`config.mk`:
```
export PLATFORM = sky130hd
export DESIGN_NAME = tftp_client_transfer_control_unit_flat
export DESIGN_NICKNAME = d
export VERILOG_FILES = /design/src/hdl/tftpc_pkg.sv /design/src/hdl/tftpc_in_if.sv /design/src/hdl/tftpc_out_if.sv /design/src/hdl/tftpc_in_stage.sv /design/src/hdl/tftpc_engine.sv /design/src/hdl/tftp_client_transfer_control_unit.sv /design/src/flat_wrapper.sv
export SDC_FILE = /design/constraint.sdc
export NUM_CORES = 1
export LEC_CHECK = 0
export ABC_AREA = 1
export BUFFER_PORTS_ARGS = -buffer_cell sky130_fd_sc_hd__buf_2
export CAP_MARGIN = 20
export CELL_PAD_IN_SITES_DETAIL_PLACEMENT = 0
export CELL_PAD_IN_SITES_GLOBAL_PLACEMENT = 1
export CORE_ASPECT_RATIO = 0.6
export CORE_MARGIN = 2
export CORE_UTILIZATION = 45
export CTS_BUF_LIST = sky130_fd_sc_hd__clkbuf_4 sky130_fd_sc_hd__clkbuf_8
export DETAILED_ROUTE_END_ITERATION = 7
export MAX_ROUTING_LAYER = met4
export PLACE_DENSITY = 0.85
export SETUP_SLACK_MARGIN = 0.4
export SLEW_MARGIN = 20
export SYNTH_ARGS = -nofsm -noshare
export SYNTH_HDL_FRONTEND = slang
export SYNTH_SLANG_ARGS = --single-unit
```
`constraint.sdc`:
```
create_clock -name clk -period 6.1 [get_ports clk]
set_clock_uncertainty 0.1 [all_clocks]
set_input_delay 0.915 -clock clk [delete_from_list [all_inputs] [get_ports clk]]
set_output_delay 0.915 -clock clk [all_outputs]
set_load 0.005 [all_outputs]
```
`src/hdl/tftpc_pkg.sv`:
```
`timescale 1ns / 1ps
// ----------------------------------------------------------------------------
// tftpc_pkg
// Types and codes of the TFTP client transfer controller.
// ----------------------------------------------------------------------------
package tftpc_pkg;

  localparam int BLOCK_BYTES_DEF = 512;

  typedef enum logic [1:0] {
    ACT_START  = 2'd0,
    ACT_PACKET = 2'd1,
    ACT_TICK   = 2'd2
  } action_t;

  localparam logic [15:0] OP_DATA  = 16'd3;
  localparam logic [15:0] OP_ACK   = 16'd4;
  localparam logic [15:0] OP_ERROR = 16'd5;

  typedef enum logic [2:0] {
    KIND_NONE   = 3'd0,
    KIND_RRQ    = 3'd1,
    KIND_WRQ    = 3'd2,
    KIND_ACK    = 3'd3,
    KIND_NEW    = 3'd4,
    KIND_RESEND = 3'd5
  } kind_t;

  typedef enum logic [1:0] {
    ST_RUN     = 2'd0,
    ST_OK      = 2'd1,
    ST_PEERERR = 2'd2,
    ST_UNKNOWN = 2'd3
  } status_t;

  typedef struct packed {
    logic [1:0]  action;
    logic [15:0] packet_opcode;
    logic [15:0] packet_block;
    logic [9:0]  packet_payload_length;
    logic [15:0] packet_error_code;
    logic [9:0]  source_length;
  } event_t;

  typedef struct packed {
    logic   valid;
    event_t ev;
  } stage_t;

endpackage

```
`src/hdl/tftpc_in_if.sv`:
```
`timescale 1ns / 1ps
// ----------------------------------------------------------------------------
// tftpc_in_if
// Event channel: valid/ready handshake with the event fields.
// ----------------------------------------------------------------------------
interface tftpc_in_if;
  logic        valid;
  logic        ready;
  logic [1:0]  action;
  logic [15:0] packet_opcode;
  logic [15:0] packet_block;
  logic [9:0]  packet_payload_length;
  logic [15:0] packet_error_code;
  logic [9:0]  source_length;

  modport source (
    output valid, action, packet_opcode, packet_block, packet_payload_length,
           packet_error_code, source_length,
    input  ready
  );

  modport sink (
    input  valid, action, packet_opcode, packet_block, packet_payload_length,
           packet_error_code, source_length,
    output ready
  );
endinterface

```
`src/hdl/tftpc_out_if.sv`:
```
`timescale 1ns / 1ps
// ----------------------------------------------------------------------------
// tftpc_out_if
// Result channel: valid/ready handshake with the result fields.
// ----------------------------------------------------------------------------
interface tftpc_out_if;
  logic        valid;
  logic        ready;
  logic [2:0]  send_kind;
  logic [15:0] send_block;
  logic [9:0]  send_length;
  logic        store_payload;
  logic [1:0]  status;
  logic [15:0] error_code;
  logic [31:0] total_bytes;

  modport source (
    output valid, send_kind, send_block, send_length, store_payload, status,
           error_code, total_bytes,
    input  ready
  );

  modport sink (
    input  valid, send_kind, send_block, send_length, store_payload, status,
           error_code, total_bytes,
    output ready
  );
endinterface

```
`src/hdl/tftpc_in_stage.sv`:
```
`timescale 1ns / 1ps
// ----------------------------------------------------------------------------
// tftpc_in_stage
// Input register: captures one event transaction per cycle while it is empty or the engine advances.
// ----------------------------------------------------------------------------
module tftpc_in_stage (
  input  logic                clk,
  input  logic                rst,
  tftpc_in_if.sink            events,
  input  logic                advance,
  output tftpc_pkg::stage_t   stage
);

  logic              valid;
  tftpc_pkg::event_t ev;

  assign events.ready = !valid || advance;
  assign stage.valid  = valid;
  assign stage.ev     = ev;

  always_ff @(posedge clk) begin
    if (rst) begin
      valid <= 1'b0;
    end else if (events.ready) begin
      valid <= events.valid;
    end
  end

  always_ff @(posedge clk) begin
    if (events.ready && events.valid) begin
      ev.action                <= events.action;
      ev.packet_opcode         <= events.packet_opcode;
      ev.packet_block          <= events.packet_block;
      ev.packet_payload_length <= events.packet_payload_length;
      ev.packet_error_code     <= events.packet_error_code;
      ev.source_length         <= events.source_length;
    end
  end

endmodule

```
`src/hdl/tftpc_engine.sv`:
```
`timescale 1ns / 1ps
// ----------------------------------------------------------------------------
// tftpc_engine
// Transfer state, per-event decision logic and the result register.
// ----------------------------------------------------------------------------
module tftpc_engine #(
  parameter int BLOCK_BYTES = tftpc_pkg::BLOCK_BYTES_DEF
) (
  input  logic              clk,
  input  logic              rst,
  input  logic              direction,
  input  tftpc_pkg::stage_t stage,
  output logic              advance,
  tftpc_out_if.source       results
);

  localparam logic [16:0] BB = 17'(BLOCK_BYTES);

  typedef enum logic [1:0] {
    PH_IDLE   = 2'd0,
    PH_ACTIVE = 2'd1,
    PH_ENDED  = 2'd2
  } phase_t;

  phase_t      phase, phase_next;
  logic [15:0] block_count, block_count_next;
  logic [9:0]  last_sent_length, last_sent_length_next;
  logic [31:0] byte_total, byte_total_next;

  tftpc_pkg::kind_t   kind;
  tftpc_pkg::status_t st;
  logic [15:0] sblock, ecode;
  logic [9:0]  slength, len_rx, len_src, add_len;
  logic        store, add_en, clr;
  logic [15:0] blk_inc, pblk_inc;
  logic [32:0] sum;
  logic        take;

  assign advance = !results.valid || results.ready;
  assign take    = stage.valid && advance;

  assign blk_inc  = block_count + 16'd1;
  assign pblk_inc = stage.ev.packet_block + 16'd1;
  assign len_rx   = ({7'd0, stage.ev.packet_payload_length} > BB) ? BB[9:0]
                                                                  : stage.ev.packet_payload_length;
  assign len_src  = ({7'd0, stage.ev.source_length} > BB) ? BB[9:0]
                                                          : stage.ev.source_length;

  always_comb begin
    logic done;
    done                  = 1'b0;
    kind                  = tftpc_pkg::KIND_NONE;
    st                    = tftpc_pkg::ST_RUN;
    sblock                = 16'd0;
    slength               = 10'd0;
    ecode                 = 16'd0;
    store                 = 1'b0;
    add_en                = 1'b0;
    add_len               = 10'd0;
    clr                   = 1'b0;
    phase_next            = phase;
    block_count_next      = block_count;
    last_sent_length_next = last_sent_length;
    priority if (stage.ev.action == tftpc_pkg::ACT_START) begin
      clr                   = 1'b1;
      phase_next            = PH_ACTIVE;
      block_count_next      = 16'd0;
      last_sent_length_next = 10'd0;
      kind = direction ? tftpc_pkg::KIND_WRQ : tftpc_pkg::KIND_RRQ;
    end else if (phase == PH_ACTIVE && stage.ev.action == tftpc_pkg::ACT_TICK) begin
      if (block_count == 16'd0) begin
        kind = direction ? tftpc_pkg::KIND_WRQ : tftpc_pkg::KIND_RRQ;
      end else if (!direction) begin
        kind   = tftpc_pkg::KIND_ACK;
        sblock = block_count;
      end else begin
        kind    = tftpc_pkg::KIND_RESEND;
        sblock  = block_count;
        slength = last_sent_length;
      end
    end else if (phase == PH_ACTIVE && stage.ev.action == tftpc_pkg::ACT_PACKET) begin
      unique case (stage.ev.packet_opcode)
        tftpc_pkg::OP_DATA: begin
          if (stage.ev.packet_block == blk_inc) begin
            store            = 1'b1;
            add_en           = 1'b1;
            add_len          = len_rx;
            block_count_next = stage.ev.packet_block;
          end
          kind   = tftpc_pkg::KIND_ACK;
          sblock = stage.ev.packet_block;
          if ({7'd0, len_rx} < BB) begin
            st         = tftpc_pkg::ST_OK;
            phase_next = PH_ENDED;
          end
        end
        tftpc_pkg::OP_ACK: begin
          if (block_count == stage.ev.packet_block && stage.ev.packet_block != 16'd0) begin
            add_en  = 1'b1;
            add_len = last_sent_length;
            if ({7'd0, last_sent_length} < BB) begin
              st         = tftpc_pkg::ST_OK;
              phase_next = PH_ENDED;
              done       = 1'b1;
            end
          end
          if (!done) begin
            if (block_count == pblk_inc) begin
              kind    = tftpc_pkg::KIND_RESEND;
              sblock  = block_count;
              slength = last_sent_length;
            end else begin
              block_count_next      = pblk_inc;
              last_sent_length_next = len_src;
              kind                  = tftpc_pkg::KIND_NEW;
              sblock                = pblk_inc;
              slength               = len_src;
            end
          end
        end
        tftpc_pkg::OP_ERROR: begin
          st         = tftpc_pkg::ST_PEERERR;
          ecode      = stage.ev.packet_error_code;
          phase_next = PH_ENDED;
        end
        default: begin
          st         = tftpc_pkg::ST_UNKNOWN;
          phase_next = PH_ENDED;
        end
      endcase
    end else begin
      kind = tftpc_pkg::KIND_NONE;
    end
  end

  // saturating byte total
  assign sum = {1'b0, byte_total} + {23'd0, add_len};
  always_comb begin
    priority if (clr) begin
      byte_total_next = 32'd0;
    end else if (add_en) begin
      byte_total_next = sum[32] ? '1 : sum[31:0];
    end else begin
      byte_total_next = byte_total;
    end
  end

  always_ff @(posedge clk) begin
    if (rst) begin
      phase            <= PH_IDLE;
      block_count      <= 16'd0;
      last_sent_length <= 10'd0;
      byte_total       <= 32'd0;
      results.valid    <= 1'b0;
    end else begin
      if (advance) begin
        results.valid <= stage.valid;
      end
      if (take) begin
        phase                 <= phase_next;
        block_count           <= block_count_next;
        last_sent_length      <= last_sent_length_next;
        byte_total            <= byte_total_next;
        results.send_kind     <= kind;
        results.send_block    <= sblock;
        results.send_length   <= slength;
        results.store_payload <= store;
        results.status        <= st;
        results.error_code    <= ecode;
        results.total_bytes   <= byte_total_next;
      end
    end
  end

endmodule

```
`src/hdl/tftp_client_transfer_control_unit.sv`:
```
`timescale 1ns / 1ps
// ----------------------------------------------------------------------------
// tftp_client_transfer_control_unit
// Controls one TFTP client get or put transfer, one event per transaction.
// ----------------------------------------------------------------------------
//  channel   dir  handshake     content
//  events    in   valid/ready   action, opcode, block, lengths, error code
//  results   out  valid/ready   send command, store strobe, status, total
//  cfg       in   cfg_write     direction (0 get, 1 put)
//
//  One event per cycle sustained while results.ready holds; each event passes
//  through the input register, then decision logic into the result register.
//  rst is synchronous: transfer phase idle, counters zero, direction get.
//  A stalled result holds the engine; an empty input register still takes one
//  more event, then ready drops until results.ready returns.
// ----------------------------------------------------------------------------
module tftp_client_transfer_control_unit #(
  parameter int BLOCK_BYTES = tftpc_pkg::BLOCK_BYTES_DEF
) (
  input  logic        clk,
  input  logic        rst,
  input  logic        cfg_write,
  input  logic        cfg_data,
  tftpc_in_if.sink    events,
  tftpc_out_if.source results
);

  logic              direction;
  logic              advance;
  tftpc_pkg::stage_t stage;

  always_ff @(posedge clk) begin
    if (rst) begin
      direction <= 1'b0;
    end else if (cfg_write) begin
      direction <= cfg_data;
    end
  end

  tftpc_in_stage u_in_stage (
    .clk     (clk),
    .rst     (rst),
    .events  (events),
    .advance (advance),
    .stage   (stage)
  );

  tftpc_engine #(
    .BLOCK_BYTES (BLOCK_BYTES)
  ) u_engine (
    .clk       (clk),
    .rst       (rst),
    .direction (direction),
    .stage     (stage),
    .advance   (advance),
    .results   (results)
  );

endmodule

```
`src/flat_wrapper.sv`:
```
// flat-port wrapper written by rule: the top's interface ports become plain ports
module tftp_client_transfer_control_unit_flat 
#(
  parameter int BLOCK_BYTES = tftpc_pkg::BLOCK_BYTES_DEF
)
  (clk, rst, cfg_write, cfg_data, events_valid, events_action, events_packet_opcode, events_packet_block, events_packet_payload_length, events_packet_error_code, events_source_length, events_ready, results_valid, results_send_kind, results_send_block, results_send_length, results_store_payload, results_status, results_error_code, results_total_bytes, results_ready);
  tftpc_in_if events_i ();
  tftpc_out_if results_i ();
  input  logic clk;
  input  logic rst;
  input  logic cfg_write;
  input  logic cfg_data;
  input wire logic [$bits(events_i.valid)-1:0] events_valid;
  input wire logic [$bits(events_i.action)-1:0] events_action;
  input wire logic [$bits(events_i.packet_opcode)-1:0] events_packet_opcode;
  input wire logic [$bits(events_i.packet_block)-1:0] events_packet_block;
  input wire logic [$bits(events_i.packet_payload_length)-1:0] events_packet_payload_length;
  input wire logic [$bits(events_i.packet_error_code)-1:0] events_packet_error_code;
  input wire logic [$bits(events_i.source_length)-1:0] events_source_length;
  output wire logic [$bits(events_i.ready)-1:0] events_ready;
  output wire logic [$bits(results_i.valid)-1:0] results_valid;
  output wire logic [$bits(results_i.send_kind)-1:0] results_send_kind;
  output wire logic [$bits(results_i.send_block)-1:0] results_send_block;
  output wire logic [$bits(results_i.send_length)-1:0] results_send_length;
  output wire logic [$bits(results_i.store_payload)-1:0] results_store_payload;
  output wire logic [$bits(results_i.status)-1:0] results_status;
  output wire logic [$bits(results_i.error_code)-1:0] results_error_code;
  output wire logic [$bits(results_i.total_bytes)-1:0] results_total_bytes;
  input wire logic [$bits(results_i.ready)-1:0] results_ready;
  assign events_i.valid = events_valid;
  assign events_i.action = events_action;
  assign events_i.packet_opcode = events_packet_opcode;
  assign events_i.packet_block = events_packet_block;
  assign events_i.packet_payload_length = events_packet_payload_length;
  assign events_i.packet_error_code = events_packet_error_code;
  assign events_i.source_length = events_source_length;
  assign events_ready = events_i.ready;
  assign results_valid = results_i.valid;
  assign results_send_kind = results_i.send_kind;
  assign results_send_block = results_i.send_block;
  assign results_send_length = results_i.send_length;
  assign results_store_payload = results_i.store_payload;
  assign results_status = results_i.status;
  assign results_error_code = results_i.error_code;
  assign results_total_bytes = results_i.total_bytes;
  assign results_i.ready = results_ready;
  tftp_client_transfer_control_unit #(.BLOCK_BYTES(BLOCK_BYTES)) u_core (.clk(clk), .rst(rst), .cfg_write(cfg_write), .cfg_data(cfg_data), .events(events_i), .results(results_i));
endmodule
```
==> flow_summary.yaml, run 1 <==
outcome:
  status: "completed"
global_routing:
  grt_max_degree: 81
  grt_usage_pct: 28.6
  antenna_found_initial: 1
  grt_pass1_wl_um: 59300
  first_global_vias: 10046
  grt-ovfl-total: 0
placed_design:
  routabilityCongestion: 1.03
  dp_hpwl_um: 28000
  numPortBuffers: 157
timing:
  hold_viol_final: 0
  max_freq_mhz: 189
  finalMaxSlewViolations: 0
  rsz0062_at_grt: "true"
  finalCriticalPeriod_ns: 5.29
  setup_viol: 0
  period_share_pct: 86.7
  setup_tns_ns: 0
  slew-limit-headroom_pct: 27.1
  worstMarginPinSlew_ns: 1.09
hold_path:
  hold_class: "flip-flop to flip-flop"
yosys:
  ys_top_cells_by_count: "nand2_1 (321), nand3_1 (178), inv_1 (171), edfxtp_1 (150), nor2_1 (138)"
  yosysMostFrequentCell: "nand2_1"
  synthArstFlopShare_pct: 0
  yosysTopAreaCell: "edfxtp_1"
  yosys.area.top_type_share_pct: 37.6
  synth-seq-area-share_pct: 48.1
  synth_warnings: 0
  synth_seq_cells: 213
  synth_nets: 1585
  syn_inst: 1492
  synth_ff_type: "edfxtp_1"
  syn_area_mm2: 0.0120
  synth_edf_count: 150
  synthTopCellsByArea: "edfxtp_1 (38%), dfxtp_1 (11%), nand2_1 (10%)"
  synthDistinctLibCells: 46
  avgSynthCellArea_um2: 8.03
clocking:
  clock-sinks: 213
  hold_buffers: 0
  clockRootBuffer: "clkbuf_8"
  path_clk_slew_ns: 0.07
  max-clock-path-buffers: 3
  clk_latency_ns: 0.56
  cts_buffers: 34
  cts.htree.levels: 2
  cts_tree: "yes"
worst_setup_path:
  path_cells: "inv_1 -> ha_1 -> xor2_1 -> nor2_1 -> and2_1 -> nand4_1 -> nor2_1 -> nand3_2 -> nor2_2 -> nand3_1 -> a21oi_1 -> ha_1 -> a21oi_1 -> nor2_1 -> nor2_1 -> a31oi_2 -> nand2_1 -> inv_2 -> nand2_2 -> clkinv_2 -> nor2_1 -> nand2_1 -> nand3_1 -> inv_1"
  worstSetupPathType: "flip-flop to flip-flop"
  critPathMaxFanout: 22
  critPathBufInv: 4
  critPathMaxStageDelay_ns: 0.43
  worst_setup_path_start_kind: "flip-flop"
  end_kind: "flip-flop"
  critical_path.most_common_cell: "nor2_1"
  critPathTopFamily: "simple AND/OR/NAND/NOR gates"
  slowest_stage: "dfxtp_1"
  critical_path_arrival_ns: 5.51
  required_ns: 6.32
detailed_routing:
  wirelength_um: 38800
  vias: 11108
  avgRoutedWirePerCell_um: 19.2
  drt_iter0_drc: 1174
  drc_errors: 0
  ant_nets: 0
  routed_via_density: 5.49
  dr.pass1.iters: 7
cells_and_area:
  fillers: 2567
  seqCellArea_mm2: 0.00577
  synthToLayoutAreaGrowth_pct: 14.7
  nets: 1734
  drive_gt1_share_pct: 17.0
  multi_input_area_mm2: 0.00526
pwr:
  powerDensity_mw_per_mm2: 235
  power.leakage_uw: 0.00583
  vdd_drop_max_uv: 167
  p_total_uw: 3240
floorplanning:
  start_util_pct: 45.6
  dieArea_mm2: 0.0280
  die_x_um: 215
  io-pin-count: 158
  die-height_um: 130
  core.rowCount: 46
  coreArea_mm2: 0.0263
flow_run:
  drv_cap: 0
timing repair:
action / 4_1_cts / 5_1_grt
endpoints found under the setup margin: 0 / 8
gates resized for setup: 0 / 2
setup buffers: 0 / 0
final cells by class:
type | count | share of cell area [%]
repair buffers | 168 | 6.35
clock buffers | 45 | 4.10
multi-input cells | 1038 | 38.2
well taps | 360 | 3.28
diodes | 1 | 0.0182
flip-flops and latches | 213 | 42.0
clock inverters | 13 | 0.974
inverters | 186 | 5.09
worst register-to-register path: stages (launching register included):
cell and delay (ns):
dfxtp_1 0.43, inv_1 0.14, ha_1 0.32, xor2_1 0.16, nor2_1 0.25, and2_1 0.17, nand4_1 0.07, nor2_1 0.30
nand3_2 0.19, nor2_2 0.34, nand3_1 0.15, a21oi_1 0.17, ha_1 0.31, a21oi_1 0.22, nor2_1 0.08, nor2_1 0.19
a31oi_2 0.19, nand2_1 0.15, inv_2 0.05, nand2_2 0.20, clkinv_2 0.34, nor2_1 0.26, nand2_1 0.08, nand3_1 0.15
inv_1 0.05
routing by layer:
| metal | vias to the layer above | GRT usage, % | part of all wire [%] |
|---|---|---|---|
| li1 | 5330 | - | - |
| met1 | 5163 | 46.1 | 52 |
| met2 | 564 | 34.9 | 36 |
| met3 | 51 | 6.13 | 11 |
| met4 | 0 | 6.29 | 1.6 |
| met5 | - | - | 0 |
cell families after synthesis:
group | count (synthesis) | share of synthesized area, %
DFF | 213 | 48.1
buffers and inverters | 241 | 8.15
adders and majority gates | 17 | 1.84
AOI/OAI and AO/OA | 206 | 9.31
and+or+nand+nor | 769 | 29.2
xor gates and xnor gates | 46 | 3.42
state kept, by name (all words and copies together) (netlist names), 10 cells and up:
signal / cells
u_core.u_in_stage.stage: 70
u_core.u_engine.byte_total: 32
u_core.u_engine.block_count: 16
u_core.u_engine.last_sent_length: 10
u_core.u_engine.results.total_bytes: 32
u_core.u_engine.results.send_length: 10
u_core.u_engine.results.send_block: 16
u_core.u_engine.results.error_code: 16
stage by stage:
stage | instance area, um^2 | hold WS, ns | utilization [%] | setup WS [ns] | std cells
after floorplan | 12000 | 0.328 | - | 1.01 | 1492
after global placement | 13000 | 0.342 | 49.5 | 1.06 | 1964
after CTS | 13700 | 0.357 | 52.2 | 0.946 | 2022
after detailed placement | 13000 | 0.347 | 49.5 | 0.962 | 1964
final | 13700 | 0.354 | 52.3 | 0.812 | 2024
after global routing | 13700 | 0.386 | 52.3 | 0.388 | 2024
layout by cell type, fill, tap and decap left out, types with 18 or more instances in the layout:
master    netlist  routed
xor2_1         34      34
nand2_1       321     321
clkbuf_8        0      36
edfxtp_1      150     150
buf_2          16     157
nor3_1         18      18
dfxtp_1        63      63
inv_1         171     170
o21ai_0        68      67
a21oi_1        85      85
nor2_1        138     137
nand3_1       178     178
nand4_1        49      49
path summary, 6_finish.rpt:
path / slack [ns] / from / depth (start not counted) / to
max: 0.81 / u_core.u_engine.block_count[0] / 24 / u_core.u_engine.results.total_bytes[3]
min: 0.35 / u_core.u_engine.phase[0] / 2 / u_core.u_engine.phase[0]
max reg2reg: 0.81 / u_core.u_engine.block_count[0] / 24 / u_core.u_engine.results.total_bytes[3]
min reg2reg: 0.35 / u_core.u_engine.phase[0] / 2 / u_core.u_engine.phase[0]
power breakdown:
| part | internal (uW) | switching [uW] |
|---|---|---|
| clock | 695 | 607 |
| combinational | 93.3 | 179 |
| sequential | 1610 | 52.6 |
(Power assumes the default switching activity.)
==> run 2, diff against run 1 <==
--- a/config.mk
+++ b/config.mk
@@ -6,8 +6,7 @@
 export NUM_CORES = 1
 export LEC_CHECK = 0
 export ABC_AREA = 1
-export BUFFER_PORTS_ARGS = -buffer_cell sky130_fd_sc_hd__buf_2
-export CAP_MARGIN = 20
+export CAP_MARGIN = 10
 export CELL_PAD_IN_SITES_DETAIL_PLACEMENT = 0
 export CELL_PAD_IN_SITES_GLOBAL_PLACEMENT = 1
 export CORE_ASPECT_RATIO = 0.6
@@ -15,8 +14,9 @@
 export CORE_UTILIZATION = 45
 export CTS_BUF_LIST = sky130_fd_sc_hd__clkbuf_4 sky130_fd_sc_hd__clkbuf_8
 export DETAILED_ROUTE_END_ITERATION = 7
+export DONT_BUFFER_PORTS = 1
 export MAX_ROUTING_LAYER = met4
-export PLACE_DENSITY = 0.85
+export PLACE_DENSITY = 0.81
 export SETUP_SLACK_MARGIN = 0.4
 export SLEW_MARGIN = 20
 export SYNTH_ARGS = -nofsm -noshare
==> constraint.sdc (replaced) <==
create_clock -name clk -period 4.6 [get_ports clk]
set_clock_uncertainty 0.1 [all_clocks]
set_input_delay 0.69 -clock clk [delete_from_list [all_inputs] [get_ports clk]]
set_output_delay 0.69 -clock clk [all_outputs]
set_load 0.005 [all_outputs]
==> flow_summary.yaml, run 2 (synthesis results as in run 1) <==
timing:
  period_share_pct: 90.0
  setup_tns_ns: 0
  slew-limit-headroom_pct: 30.7
  rsz0062_at_grt: "true"
  setup_viol: 0
  worstMarginPinSlew_ns: 1.04
  hold_viol_final: 0
  finalCriticalPeriod_ns: 4.14
  finalMaxSlewViolations: 0
  max_freq_mhz: 242
detailed_routing:
  wirelength_um: 39300
  drt_iter0_drc: 1312
  avgRoutedWirePerCell_um: 20.2
  vias: 10927
  ant_nets: 0
  drc_errors: 0
  dr.pass1.iters: 5
  routed_via_density: 5.62
pwr:
  powerDensity_mw_per_mm2: 307
  vdd_drop_max_uv: 288
  power.leakage_uw: 0.00574
  p_total_uw: 4380
cells_and_area:
  fin_area_mm2: 0.0143
  mostFrequentLayoutCells: "nand2_1 (302), inv_1 (166), nand3_1 (150), edfxtp_1 (150), nor2_1 (113)"
  drive_gt1_share_pct: 21.0
  layout_commonest_cell: "nand2_1"
  nets: 1652
  fillers: 2454
  largest_reg_flops: 70
  synthToLayoutAreaGrowth_pct: 19.0
clocking:
  cts_tree: "yes"
  clk_latency_ns: 0.57
  clockRootBuffer: "clkbuf_8"
  path_clk_slew_ns: 0.07
  cts_buffers: 35
  max-clock-path-buffers: 3
  cts.htree.levels: 2
  clock-sinks: 213
  hold_buffers: 0
worst_setup_path:
  end_kind: "flip-flop"
  required_ns: 4.82
  worstSetupPathType: "flip-flop to flip-flop"
  critPathMaxFanout: 6
  r2r-start: "u_core.u_engine.block_count[1]"
  slowest_stage: "dfxtp_4"
  rrSetupSlack_ns: 0.46
  worst_setup_path_start_kind: "flip-flop"
  reg2reg_depth: 25
  critical_path.most_common_cell: "nand3_2"
  critPathTopFamily: "simple AND/OR/NAND/NOR gates"
  critPathBufInv: 4
  critical_path_arrival_ns: 4.36
  r2r-end: "u_core.u_engine.results.total_bytes[17]"
  critPathMaxStageDelay_ns: 0.40
placed_design:
  numPortBuffers: 0
  routabilityCongestion: 0.993
  dp_hpwl_um: 27500
  place_area_mm2: 0.0126
global_routing:
  met1_usage_pct: 44.0
  gr-usage-met3_pct: 8.10
  grt_pass1_wl_um: 57600
  first_global_vias: 9627
  antenna_found_initial: 1
  grt_max_degree: 65
  grt-busiest-layer: "met1"
  met2_usage_pct: 33.6
  grt-ovfl-total: 0
  grt_usage_pct: 28.0
floorplanning:
  dieArea_mm2: 0.0280
  coreArea_mm2: 0.0263
  die_x_um: 215
  core.rowCount: 46
  io-pin-count: 158
  start_util_pct: 45.6
  die-height_um: 130
hold_path:
  hold_class: "input port to flip-flop"
  hp-start: "rst"
  min_path_cells: 1
  min_to: "u_core.u_engine.block_count[1]"
flow_run:
  drv_cap: 0
outcome:
  status: "completed"
## run 2: changes by cell type in the layout (fill, tap and decap cells not counted), sizes merged, moves of 2 or more
cell      change
buf          -85
clkinv        -4
inv           +4
clkbuf        +2
clkinvlp      +2
## run 2: metrics by stage
step	instances	hold WS (ns)	worst slack (ns)	util (%)
final	1945	0.0870	0.462	54.2
after global placement	1851	0.343	-0.0315	47.9
after CTS	1919	0.0587	0.423	51.4
after detailed placement	1851	0.348	-0.158	47.9
after floorplan	1492	0.328	0.630	-
after global routing	1945	0.0631	0.295	54.2
## run 2: report_power, final
| group | leakage [uW] | switching [uW] | total, uW | internal (uW) |
|---|---|---|---|---|
| Clock | 0.000381 | 827 | 1820 | 989 |
| Sequential | 0.00198 | 71.7 | 2210 | 2130 |
| Combinational | 0.00338 | 233 | 355 | 121 |
| Total | 0.00574 | 1130 | 4380 | 3240 |
## run 2: how the worst max path moves through the flow
stage	from	end	slack (ns)	cells past startpoint
floorplan	u_core.u_engine.block_count[1]	u_core.u_engine.results.total_bytes[16]	0.63	24
global route	u_core.u_engine.block_count[1]	u_core.u_engine.byte_total[31]	0.29	26
CTS	u_core.u_engine.block_count[0]	u_core.u_engine.results.total_bytes[9]	0.42	24
global placement	u_core.u_engine.block_count[9]	u_core.u_engine.results.total_bytes[20]	-0.03	21
detailed placement	u_core.u_engine.block_count[1]	u_core.u_engine.results.total_bytes[30]	-0.16	25
finish	u_core.u_engine.block_count[1]	u_core.u_engine.results.total_bytes[17]	0.46	25
## run 2: layer usage
metal	share of wire (%)	up-vias	wire length (um)
met2	37	515	14400
met3	10	48	3980
li1	-	5185	-
met5	0	-	0
met4	1.6	0	614
met1	52	5179	20300
## run 2: layout make-up
cell class,instances,area (um^2),share of cell area (%)
diodes,1,2.50,0.0175
clock buffers,46,564,3.95
clock inverters,16,179,1.25
inverters,186,708,4.96
multi-input cells,1039,5900,41.3
flip-flops and latches,213,5790,40.6
well taps,360,450,3.16
repair buffers,84,681,4.77
## run 2: what timing repair did
action	in CTS	in global routing
gates cloned	1	2
resized for setup	44	126
setup buffers	5	23
endpoints found under the setup margin	64	64
pin swaps	13	48
## run 2: worst register-to-register path, delay by kind of cell (launching register included)
family,cells,cell delay (ns)
buf+inv,4,0.32
compound gates,4,0.64
flops,1,0.40
fa+ha+maj,2,0.42
simple gates,15,2.01
